===== config.mk =====
export PLATFORM = sky130hd
export DESIGN_NAME = synchronized_slew_limiter
export DESIGN_NICKNAME = d
export VERILOG_FILES = /design/src/hw/rtl/ssl_pkg.sv /design/src/hw/rtl/ssl_ctrl.sv /design/src/hw/rtl/ssl_datapath.sv /design/src/hw/rtl/synchronized_slew_limiter.sv
export SDC_FILE = /design/constraint.sdc
export NUM_CORES = 1
export LEC_CHECK = 0
export BUFFER_PORTS_ARGS = -buffer_cell sky130_fd_sc_hd__buf_2
export CAP_MARGIN = 10
export CORE_UTILIZATION = 39
export DETAILED_ROUTE_END_ITERATION = 8
export HOLD_SLACK_MARGIN = 0.03
export PLACE_DENSITY_LB_ADDON = 0.05
export SLEW_MARGIN = 20
export SYNTH_ARGS = -nofsm -noshare
export SYNTH_HDL_FRONTEND = slang
export SYNTH_SLANG_ARGS = --single-unit

===== constraint.sdc =====
create_clock -name clk_i -period 26.2 [get_ports clk_i]
set_clock_uncertainty 0.2 [all_clocks]
set_input_delay 2.62 -clock clk_i [delete_from_list [all_inputs] [get_ports clk_i]]
set_output_delay 2.62 -clock clk_i [all_outputs]
set_load 0.01 [all_outputs]

===== src/hw/rtl/ssl_pkg.sv =====
// Shared types and constants for the synchronized slew limiter.
// Holds payload structs, command and status structs, and the state and op codes.
// Depends on nothing.
package ssl_pkg;

  localparam int AxisW    = 16;
  localparam int PeriodW  = 12;
  localparam int CapW     = 15;
  localparam int DivW     = AxisW + 1;
  localparam int DsrW     = (CapW > DivW) ? CapW : DivW;
  localparam int CntW     = $clog2(DivW);
  localparam int CfgIdxW  = 4;
  localparam int CfgDataW = 16;

  typedef struct packed {
    logic signed [AxisW-1:0] target_x;
    logic signed [AxisW-1:0] target_y;
    logic signed [AxisW-1:0] target_turn;
    logic [PeriodW-1:0]      target_period;
  } in_t;

  typedef struct packed {
    logic signed [AxisW-1:0] out_x;
    logic signed [AxisW-1:0] out_y;
    logic signed [AxisW-1:0] out_turn;
    logic [PeriodW-1:0]      out_period;
  } out_t;

  typedef struct packed {
    logic [CapW-1:0]    x_cap;
    logic [CapW-1:0]    y_cap;
    logic [CapW-1:0]    turn_cap;
    logic [PeriodW-1:0] period_cap;
  } caps_t;

  typedef enum logic [CfgIdxW-1:0] {
    REG_X_CAP      = 4'd0,
    REG_Y_CAP      = 4'd1,
    REG_TURN_CAP   = 4'd2,
    REG_PERIOD_CAP = 4'd3
  } reg_e;

  // Six divisions per item: three latch counts, then three per-axis strides.
  typedef enum logic [2:0] {
    OP_CNT_X  = 3'd0,
    OP_CNT_Y  = 3'd1,
    OP_CNT_T  = 3'd2,
    OP_STEP_X = 3'd3,
    OP_STEP_Y = 3'd4,
    OP_STEP_T = 3'd5
  } op_e;

  typedef enum logic [2:0] {
    S_IDLE,
    S_LOAD,
    S_RUN,
    S_STORE,
    S_COMMIT
  } state_e;

  typedef struct packed {
    logic capture;
    logic div_load;
    logic div_step;
    logic div_store;
    logic commit;
    op_e  op;
  } cmd_t;

  typedef struct packed {
    logic first;
    logic out_free;
  } sts_t;

endpackage


===== src/hw/rtl/ssl_ctrl.sv =====
// Sequencer for the slew limiter: accepts a target, runs six serial divisions.
// Depends on ssl_pkg.
module ssl_ctrl (
  input  logic          clk_i,
  input  logic          rst_ni,
  input  logic          in_valid_i,
  output logic          in_ready_o,
  input  ssl_pkg::sts_t sts_i,
  output ssl_pkg::cmd_t cmd_o
);
  import ssl_pkg::*;

  state_e          state_q, state_d;
  op_e             op_q, op_d;
  logic [CntW-1:0] cnt_q, cnt_d;

  always_ff @(posedge clk_i or negedge rst_ni) begin
    if (!rst_ni) begin
      state_q <= S_IDLE;
      op_q    <= OP_CNT_X;
      cnt_q   <= '0;
    end else begin
      state_q <= state_d;
      op_q    <= op_d;
      cnt_q   <= cnt_d;
    end
  end

  always_comb begin
    state_d        = state_q;
    op_d           = op_q;
    cnt_d          = cnt_q;
    in_ready_o     = 1'b0;
    cmd_o          = '0;
    cmd_o.op       = op_q;
    unique case (state_q)
      S_IDLE: begin
        in_ready_o = 1'b1;
        if (in_valid_i) begin
          cmd_o.capture = 1'b1;
          op_d          = OP_CNT_X;
          state_d       = sts_i.first ? S_COMMIT : S_LOAD;
        end
      end
      S_LOAD: begin
        cmd_o.div_load = 1'b1;
        cnt_d          = '0;
        state_d        = S_RUN;
      end
      S_RUN: begin
        cmd_o.div_step = 1'b1;
        cnt_d          = cnt_q + 1'b1;
        if (cnt_q == CntW'(DivW - 1)) begin
          state_d = S_STORE;
        end
      end
      S_STORE: begin
        cmd_o.div_store = 1'b1;
        state_d         = S_LOAD;
        unique case (op_q)
          OP_CNT_X:  op_d = OP_CNT_Y;
          OP_CNT_Y:  op_d = OP_CNT_T;
          OP_CNT_T:  op_d = OP_STEP_X;
          OP_STEP_X: op_d = OP_STEP_Y;
          OP_STEP_Y: op_d = OP_STEP_T;
          default: begin
            op_d    = OP_CNT_X;
            state_d = S_COMMIT;
          end
        endcase
      end
      S_COMMIT: begin
        if (sts_i.out_free) begin
          cmd_o.commit = 1'b1;
          state_d      = S_IDLE;
        end
      end
      default: state_d = S_IDLE;
    endcase
  end

endmodule


===== src/hw/rtl/ssl_datapath.sv =====
// Datapath of the slew limiter: position state, shared serial divider, output register.
// Depends on ssl_pkg.
module ssl_datapath (
  input  logic           clk_i,
  input  logic           rst_ni,
  input  ssl_pkg::caps_t caps_i,
  input  ssl_pkg::in_t   in_data_i,
  input  ssl_pkg::cmd_t  cmd_i,
  output ssl_pkg::sts_t  sts_o,
  output logic           out_valid_o,
  input  logic           out_ready_i,
  output ssl_pkg::out_t  out_data_o
);
  import ssl_pkg::*;

  in_t                     tgt_q;
  logic signed [AxisW-1:0] pos_q [3];
  logic [PeriodW-1:0]      pos_p_q;
  logic                    have_q;
  logic [DivW-1:0]         mag_q  [3];
  logic                    neg_q  [3];
  logic [DivW-1:0]         step_q [3];
  logic [DivW-1:0]         n_q;
  logic [DsrW-1:0]         rem_q;
  logic [DivW-1:0]         quo_q;
  logic [DsrW-1:0]         dsr_q;
  logic                    out_valid_q;
  out_t                    out_q;

  logic signed [AxisW-1:0] tgt_ax [3];
  logic [1:0]              axis;
  logic                    is_cnt;
  logic [CapW-1:0]         cap_sel;

  assign tgt_ax[0] = in_data_i.target_x;
  assign tgt_ax[1] = in_data_i.target_y;
  assign tgt_ax[2] = in_data_i.target_turn;

  always_comb begin
    unique case (cmd_i.op)
      OP_CNT_X:  begin axis = 2'd0; is_cnt = 1'b1; end
      OP_CNT_Y:  begin axis = 2'd1; is_cnt = 1'b1; end
      OP_CNT_T:  begin axis = 2'd2; is_cnt = 1'b1; end
      OP_STEP_X: begin axis = 2'd0; is_cnt = 1'b0; end
      OP_STEP_Y: begin axis = 2'd1; is_cnt = 1'b0; end
      default:   begin axis = 2'd2; is_cnt = 1'b0; end
    endcase
    unique case (axis)
      2'd0:    cap_sel = caps_i.x_cap;
      2'd1:    cap_sel = caps_i.y_cap;
      default: cap_sel = caps_i.turn_cap;
    endcase
  end

  // Restoring division, one quotient bit per step.
  logic [DsrW:0]   trial;
  logic            ge;
  logic [DsrW:0]   diff;
  always_comb begin
    trial = {rem_q, quo_q[DivW-1]};
    diff  = trial - {1'b0, dsr_q};
    ge    = (trial >= {1'b0, dsr_q});
  end

  // Latch count from the finished count division; a zero cap or zero delta counts as one.
  logic [DivW-1:0] cnt_val;
  always_comb begin
    if (dsr_q == '0) begin
      cnt_val = DivW'(1);
    end else begin
      cnt_val = quo_q + DivW'(rem_q != '0);
      if (cnt_val == '0) begin
        cnt_val = DivW'(1);
      end
    end
  end

  // Commit values.
  logic signed [DivW-1:0]    sstep [3];
  logic signed [DivW-1:0]    psum  [3];
  logic signed [AxisW-1:0]   pos_d [3];
  logic signed [PeriodW+1:0] dp;
  logic signed [PeriodW+1:0] pc;
  logic signed [PeriodW+1:0] psum_p;
  logic [PeriodW-1:0]        pos_p_d;
  always_comb begin
    for (int i = 0; i < 3; i++) begin
      sstep[i] = neg_q[i] ? -$signed(step_q[i]) : $signed(step_q[i]);
      psum[i]  = DivW'(pos_q[i]) + sstep[i];
      pos_d[i] = have_q ? psum[i][AxisW-1:0] : tgt_q[i == 0 ? 3*AxisW+PeriodW-1 :
                 (i == 1 ? 2*AxisW+PeriodW-1 : AxisW+PeriodW-1) -: AxisW];
    end
    dp = $signed({2'b00, tgt_q.target_period}) - $signed({2'b00, pos_p_q});
    pc = $signed({2'b00, caps_i.period_cap});
    if (dp > pc) begin
      dp = pc;
    end
    if (dp < -pc) begin
      dp = -pc;
    end
    psum_p  = $signed({2'b00, pos_p_q}) + dp;
    pos_p_d = have_q ? psum_p[PeriodW-1:0] : tgt_q.target_period;
  end

  always_ff @(posedge clk_i or negedge rst_ni) begin
    if (!rst_ni) begin
      have_q   <= 1'b0;
      pos_q[0] <= '0;
      pos_q[1] <= '0;
      pos_q[2] <= '0;
      pos_p_q  <= '0;
    end else if (cmd_i.commit) begin
      have_q   <= 1'b1;
      pos_q[0] <= pos_d[0];
      pos_q[1] <= pos_d[1];
      pos_q[2] <= pos_d[2];
      pos_p_q  <= pos_p_d;
    end
  end

  always_ff @(posedge clk_i) begin
    if (cmd_i.capture) begin
      tgt_q <= in_data_i;
      for (int i = 0; i < 3; i++) begin
        logic signed [DivW-1:0] d;
        d         = DivW'(tgt_ax[i]) - DivW'(pos_q[i]);
        neg_q[i]  <= d[DivW-1];
        mag_q[i]  <= d[DivW-1] ? DivW'(-d) : DivW'(d);
      end
    end
    if (cmd_i.div_load) begin
      rem_q <= '0;
      quo_q <= mag_q[axis];
      dsr_q <= is_cnt ? DsrW'(cap_sel) : DsrW'(n_q);
    end
    if (cmd_i.div_step) begin
      rem_q <= ge ? diff[DsrW-1:0] : trial[DsrW-1:0];
      quo_q <= {quo_q[DivW-2:0], ge};
    end
    if (cmd_i.div_store) begin
      if (is_cnt) begin
        if (cmd_i.op == OP_CNT_X || cnt_val > n_q) begin
          n_q <= cnt_val;
        end
      end else begin
        step_q[axis] <= quo_q;
      end
    end
  end

  // Output register: hold the result until taken, refill on commit.
  always_ff @(posedge clk_i or negedge rst_ni) begin
    if (!rst_ni) begin
      out_valid_q <= 1'b0;
    end else if (cmd_i.commit) begin
      out_valid_q <= 1'b1;
    end else if (out_ready_i) begin
      out_valid_q <= 1'b0;
    end
  end

  always_ff @(posedge clk_i) begin
    if (cmd_i.commit) begin
      out_q.out_x      <= pos_d[0];
      out_q.out_y      <= pos_d[1];
      out_q.out_turn   <= pos_d[2];
      out_q.out_period <= pos_p_d;
    end
  end

  assign sts_o.first    = !have_q;
  assign sts_o.out_free = !out_valid_q || out_ready_i;
  assign out_valid_o    = out_valid_q;
  assign out_data_o     = out_q;

endmodule


===== src/hw/rtl/synchronized_slew_limiter.sv =====
// Top level of the synchronized slew limiter: configuration registers and the
// controller and datapath. Depends on ssl_pkg, ssl_ctrl and ssl_datapath.
//
//   channel | direction | handshake              | payload
//   --------+-----------+------------------------+------------------------------
//   cfg     | in        | cfg_valid_i/cfg_ready_o | cfg_index_i, cfg_data_i
//   in      | in        | in_valid_i/in_ready_o   | in_data_i   (ssl_pkg::in_t)
//   out     | out       | out_valid_o/out_ready_i | out_data_o  (ssl_pkg::out_t)
//
// Sequence: the first target after reset goes straight from accept to commit. Every
// later target runs six divisions through one shared restoring divider, each
// a load, 17 bit steps and a store, between accept and commit. The divider
// resolves one quotient bit per cycle.
// Reset: caps return to 500/300/300/20 and no position is latched.
// Stalls: a finished transaction waits in the output register while the next
// target is taken; commit only stalls if that register is still full.
module synchronized_slew_limiter (
  input  logic                            clk_i,
  input  logic                            rst_ni,
  input  logic                            cfg_valid_i,
  output logic                            cfg_ready_o,
  input  logic [ssl_pkg::CfgIdxW-1:0]     cfg_index_i,
  input  logic [ssl_pkg::CfgDataW-1:0]    cfg_data_i,
  input  logic                            in_valid_i,
  output logic                            in_ready_o,
  input  ssl_pkg::in_t                    in_data_i,
  output logic                            out_valid_o,
  input  logic                            out_ready_i,
  output ssl_pkg::out_t                   out_data_o
);
  import ssl_pkg::*;

  caps_t caps_q;
  cmd_t  cmd;
  sts_t  sts;

  // Writes are always taken; only the register's own bits are kept and
  // indexes beyond the list are dropped.
  assign cfg_ready_o = 1'b1;

  always_ff @(posedge clk_i or negedge rst_ni) begin
    if (!rst_ni) begin
      caps_q.x_cap      <= CapW'(500);
      caps_q.y_cap      <= CapW'(300);
      caps_q.turn_cap   <= CapW'(300);
      caps_q.period_cap <= PeriodW'(20);
    end else if (cfg_valid_i) begin
      unique case (cfg_index_i)
        REG_X_CAP:      caps_q.x_cap      <= cfg_data_i[CapW-1:0];
        REG_Y_CAP:      caps_q.y_cap      <= cfg_data_i[CapW-1:0];
        REG_TURN_CAP:   caps_q.turn_cap   <= cfg_data_i[CapW-1:0];
        REG_PERIOD_CAP: caps_q.period_cap <= cfg_data_i[PeriodW-1:0];
        default: ;
      endcase
    end
  end

  // Sequence the accept, the six divisions and the commit.
  ssl_ctrl u_ctrl (
    .clk_i      (clk_i),
    .rst_ni     (rst_ni),
    .in_valid_i (in_valid_i),
    .in_ready_o (in_ready_o),
    .sts_i      (sts),
    .cmd_o      (cmd)
  );

  // Hold position state, run the divider and present the result.
  ssl_datapath u_datapath (
    .clk_i       (clk_i),
    .rst_ni      (rst_ni),
    .caps_i      (caps_q),
    .in_data_i   (in_data_i),
    .cmd_i       (cmd),
    .sts_o       (sts),
    .out_valid_o (out_valid_o),
    .out_ready_i (out_ready_i),
    .out_data_o  (out_data_o)
  );

endmodule


* Word level (Yosys, flattened, before mapping)
Memories as Yosys holds them, arrays and structs flattened.
Cells that the tools add are included.
Widths: inputs -> output; s select.
** Cells by class
- Equality and inequality tests :: 16
- Reduce and logical (&&, ||, !) cells :: 25
- Order comparisons :: 4
- Add/sub/neg operators :: 18
- Mux-type cells :: 48
** Operator list (count)
- $mux 17 :: 10
- $mux 16 :: 6
- $neg 17->17 :: 3
- $sub 16x16->17 :: 3
- $add 16x16->16 :: 3
- $neg 16->16 :: 3
- $logic_not 17->1 :: 2
- $pmux 15 s2 :: 1
- $pmux 3 s5 :: 2
- $mux 12 :: 2
- $ge 18x17->1 :: 1
- $mux 3 :: 6
- $add 17x1->17 :: 1
- $gt 17x17->1 :: 1
- $reduce_bool 17->1 :: 1
- $sub 17x17->17 :: 1
- $mux 1 :: 16
- $mux 15 :: 1
- $gt 14x13->1 :: 1
- $lt 14x14->1 :: 1
- $mux 14 :: 1
- $neg 12->14 :: 1
- $sub 12x12->13 :: 1
- $add 12x12->12 :: 1
- 24 further kinds :: 42
** Word-level totals
- Output and inout bits :: 63
- Memories kept :: 3
- Logic and storage cells :: 140
- Input bits :: 85
- Flip-flop bits (word level) :: 318
- RAM bits :: 105
** Memory list
- u_datapath.mag_q :: depth 3, bits a word 17, read ports 1, clocked after Yosys merged registers in 0, wr ports 3, RTL line ssl_datapath.sv:20 : logic [DivW-1:0] mag_q [3];
- u_datapath.step_q :: depth 3, bits a word 17, read ports 3, clocked after Yosys merged registers in 0, wr ports 1, RTL line ssl_datapath.sv:22 : logic [DivW-1:0] step_q [3];
- u_datapath.neg_q :: depth 3, bits a word 1, read ports 3, clocked after Yosys merged registers in 0, wr ports 3, RTL line ssl_datapath.sv:21 : logic neg_q [3];

* Logic depth before layout (Yosys ltp)
- Depth in word-level cells :: 8
- Depth in mapped cells :: 49
- Depth with buffers taken out :: 48

* Modules after synthesis
From an unflattened synthesis, not the netlist that was laid out.
** Second synthesis, totals
- Cells, all modules :: 2418
- Area total of the unflattened synthesis :: 25762.2 um2
** By module, submodules not included
- ssl_datapath :: cells an instance 2227, times used 1, sequential area each 10259.8 um2, area an instance 22900.7 um2
- synchronized_slew_limiter :: cells an instance 127, times used 1, sequential area each 1446.4 um2, area an instance 2219.6 um2
- ssl_ctrl :: cells an instance 64, times used 1, sequential area each 275.3 um2, area an instance 641.9 um2

* Worst setup path after synthesis
OpenSTA, ideal clock, no wires.
- Kind :: input-to-reg
- Start point :: input in_valid_i
- End point :: memory u_datapath.mag_q[0][0] (netlist name), enable pin
- Slack :: 14.894 ns
- Cell stages on the path :: 2
- Data arrival time :: 10.379 ns
- Buffers on the path :: 0
- Required time :: 25.273 ns
- Library setup time :: 0.727 ns
- Path through :: nand2b_1 -> nor3_1
** RTL lines
- from (decl) :: RTL line synchronized_slew_limiter.sv:24 : input logic in_valid_i,
- to (decl) :: RTL line ssl_datapath.sv:20

* Worst setup path after layout
- Start point :: register u_datapath.pos_p_q[0]
- End point :: register u_datapath.pos_p_q[10]
** On the way
- Longest elaborated chain between the ends :: 7
** Ends and longest elaborated chain
- from (decl) :: RTL line ssl_datapath.sv:18 : logic [PeriodW-1:0] pos_p_q;
- from (signal assigned) :: RTL line ssl_datapath.sv:117 : pos_p_q <= pos_p_d;
- $sub 12x12->13 :: RTL line ssl_datapath.sv:93 : dp = $signed({2'b00, tgt_q.target_period}) - $signed({2'b00, pos_p_q});
- $gt 14x13->1 :: RTL line ssl_datapath.sv:95 : if (dp > pc) begin
- $mux 14 :: RTL line ssl_datapath.sv:95
- $lt 14x14->1 :: RTL line ssl_datapath.sv:98 : if (dp < -pc) begin
- $mux 12 :: RTL line ssl_datapath.sv:98
- $add 12x12->12 (*) :: RTL line ssl_datapath.sv:101 : psum_p = $signed({2'b00, pos_p_q}) + dp;
- $mux 12 (*) :: RTL line ssl_datapath.sv:102 : pos_p_d = have_q ? psum_p[PeriodW-1:0] : tgt_q.target_period;
- via u_datapath.pos_p_d[10] :: RTL line ssl_datapath.sv:85 : logic [PeriodW-1:0] pos_p_d;
The timed path passes the listed nets; every way through them passes the cells marked *.
A chain may end at the register's enable or synchronous reset.

==> out/qor.txt <==
Status -> finished clean
GRT Total Usage -> 19.66%
Nature of the critical path endpoint -> register
Maximum clock path buffer count -> 3
Final antenna-violating net count -> 0
Drc violations -> 0
Routed WL per cell -> 18.87 um
I/O Buffers -> 145
I/O pin count -> 148
Hold_buf cts -> 0
DR vias/cell -> 5.210
Post-CTS setup buffers -> 0
Mux share of post-synthesis cell area -> 6.966%
DRT iter0 DRCs -> 958
Synth Flop Type -> edfxtp_1
Gr busiest metal -> met2
# clock sinks -> 420
Fin. max-slew vios -> 0
CP dominant cell by count -> a21oi_1
Arrival @ worst endpoint -> 10710 ps
Area Overhead vs Synth -> 13.48%
Asr flop ratio synth -> 30.95%
Final Critical Period -> 10470 ps
Row count -> 92
Core box area -> 63540 um2
Global Route met2 Usage -> 32.77%
RSZ-0062 raised after global routing -> false
Vias -> 17.89k
Clock root buffer -> clkbuf_16
Met1 Use GR -> 26.72%
Max Cap Violations -> 0
Post-synthesis simple-gate area fraction -> 11.63%
Synth Area in Compound Gates -> 12.53%
Startpoint types -> register
Slowest stage delay, CP -> 700 ps
Vias in the first global route -> 18.09k
EDFF count, synth -> 290
Actual slew at the worst max-slew pin -> 925.3 ps
Post-CTS Resized -> 0
Post-Syn Instances -> 2403
Die ar. -> 65820 um2
Rel. slew slack -> 38.32%
Area of the multi-input gates -> 12360 um2
Top post-synthesis cells by area -> edfxtp_1 34%, dfrtp_1 11%, ha_1 9.2%
Crit Path Category -> reg -> reg
Number of synthesized register bits -> 420
Dpl hpwl -> 46.70 mm
Sequential share of the synthesized area -> 47.41%
TritonRoute pass-1 iters -> 6
Global-route wire length before repair -> 101.6 mm
Congestion Overflow GR -> 0
Synthesis Warnings -> 0
XOR/XNOR share of the synthesized area -> 7.659%
Starting Density -> 39.77%
FF/Latch Area -> 11990 um2
Routability cong. -> 0.8433
Hold Path Class -> reg -> reg
Commonest cells in the netlist -> 290 x edfxtp_1, 225 x nand2_1, 188 x inv_1, 185 x ha_1, 176 x o21ai_0
Total CTS buffers -> 51
Final Hold Viols -> 0
Largest net degree at the start of global routing -> 71
Mapped cell area -> 25270 um2
Syn_nets -> 2682
Die X -> 256.6 um
Die Y-Extent -> 256.6 um
H-tree levels -> 2
Share of cells above drive strength 1 -> 15.61%
Post-Synth Adder-Cell Area -> 9.912%
Fmax -> 0.09552 GHz
Synth cell types -> 71
Antenna violations before repair -> 2
Final setup viols -> 0
Filler cell count -> 5983
Area leader, netlist -> edfxtp_1
Post-Syn Area per Cell -> 10.52 um2
Critical Path RT -> 26440 ps
Antenna diode count -> 0
Final setup TNS -> 0 ps
Crit path max fanout -> 18
Final period util -> 39.96%
CTS tree -> built
Nets -> 2827
Largest family of logic cells by synthesized area -> compound AO/OA/AOI/OAI gates
Slowest-stage cell, CP -> mux2i_4
Clk pin slew, worst setup/hold paths -> 60 ps
Clk_lat worst skew -> 600 ps
Top cell type's share of synthesized area -> 34.46%
Most common cell in the netlist -> edfxtp_1
Met3 global-route usage -> 2.659%
Total wire length -> 64.81 mm
-- per-stage QoR --
step | area [um2] | util [%] | hold WS [ps] | std cells | worst slack (ps)
after floorplan | 25270 | - | 257.9 | 2403 | 14890
after global placement | 26970 | 42.44 | 282.3 | 3341 | 15850
after detailed placement | 26970 | 42.45 | 295.7 | 3341 | 15640
after CTS | 28680 | 45.13 | 308.3 | 3434 | 15610
after global routing | 28680 | 45.13 | 320.3 | 3434 | 14820
final | 28680 | 45.13 | 302.7 | 3434 | 15730
-- layout by cell type, fill, tap and decap left out, types with 27 or more instances in the layout --
cell       Yosys  final
nand3_1       37     37
dfrtp_1      114    113
nand2b_1      29     29
nor3_1        48     44
xor2_1        62     62
a21oi_1      143    142
edfxtp_1     290    290
inv_1        188    188
a21o_1        59     59
mux2_2       116    116
mux2i_1       42     42
xnor2_1      159    159
o21ai_0      176    176
nor2_1       143    142
nand2_1      225    225
buf_2          3    144
clkbuf_16      0     52
o21bai_1      27     27
ha_1         185    185
nand4_1       27     27
-- cell type report --
class	count	area share, %
timing repair buffer	163	3.024
multi-input combinational	1724	43.09
inverter	188	2.461
clock inverter	25	1.091
tap	846	3.691
clock buffer	68	4.852
sequential	420	41.79
-- cell families (layout without fill, tap and decap cells) --
kind of cell	Yosys count	after routing
AO/OA/AOI/OAI	522	522
XOR/XNOR	221	221
adder cells (fa/ha/maj)	195	195
buffers and inverters	259	444
flip-flops	420	420
multiplexers	160	160
other	1	1
AND/OR/NAND/NOR	625	625
-- layer usage --
layer / share of wire [%] / wire (um) / vias up
met5: 0.020 / 13 / -
met4: 2.0 / 1290 / 2
met3: 3.4 / 2209 / 71
met2: 47 / 30700 / 287
met1: 47 / 30600 / 8619
li1: - / - / 8913
-- worst max-delay path: cells and delay by family (launching register included) --
kind	cells	cell delay [ps]
buffers and inverters	1	60
AOI/OAI and AO/OA	22	4710
DFF	1	400
muxes	2	970
adders and majority gates	7	2230
and+or+nand+nor	8	1340
xor gates and xnor gates	2	340
-- flip-flops by register name, indices dropped and copies added, names as in the netlist --
register,count
u_datapath.neg_q,3
u_datapath.n_q,17
u_ctrl.op_q,3
u_ctrl.cnt_q,5
u_datapath.have_q,1
u_datapath.pos_q,48
caps_q,57
u_datapath.step_q,48
u_datapath.mag_q,51
u_datapath.quo_q,17
u_datapath.out_data_o,60
u_datapath.out_valid_o,1
u_datapath.rem_q,17
u_ctrl.state_q,3
u_datapath.tgt_q,60
u_datapath.dsr_q,17
u_datapath.pos_p_q,12
-- worst paths after layout --
kind	slack, ps	cells after the start	end	from
setup reg to reg	15730	42	u_datapath.pos_p_q[10]$_DFFE_PN0P_	u_datapath.pos_p_q[0]$_DFFE_PN0P_
setup / recovery	15730	42	u_datapath.pos_p_q[10]$_DFFE_PN0P_	u_datapath.pos_p_q[0]$_DFFE_PN0P_
max in group asynchronous	22590	2	caps_q[33]$_DFFE_PN0P_	rst_ni
min in group asynchronous	1890	1	u_datapath.pos_q[46]$_DFFE_PN0P_	rst_ni
hold / removal	300	1	caps_q[33]$_DFFE_PN0P_	caps_q[33]$_DFFE_PN0P_
hold reg to reg	300	1	caps_q[33]$_DFFE_PN0P_	caps_q[33]$_DFFE_PN0P_
Power is left out: the tool's default activity adds up to more than one toggle a clock period on the data nets, which glitch-free logic cannot reach.
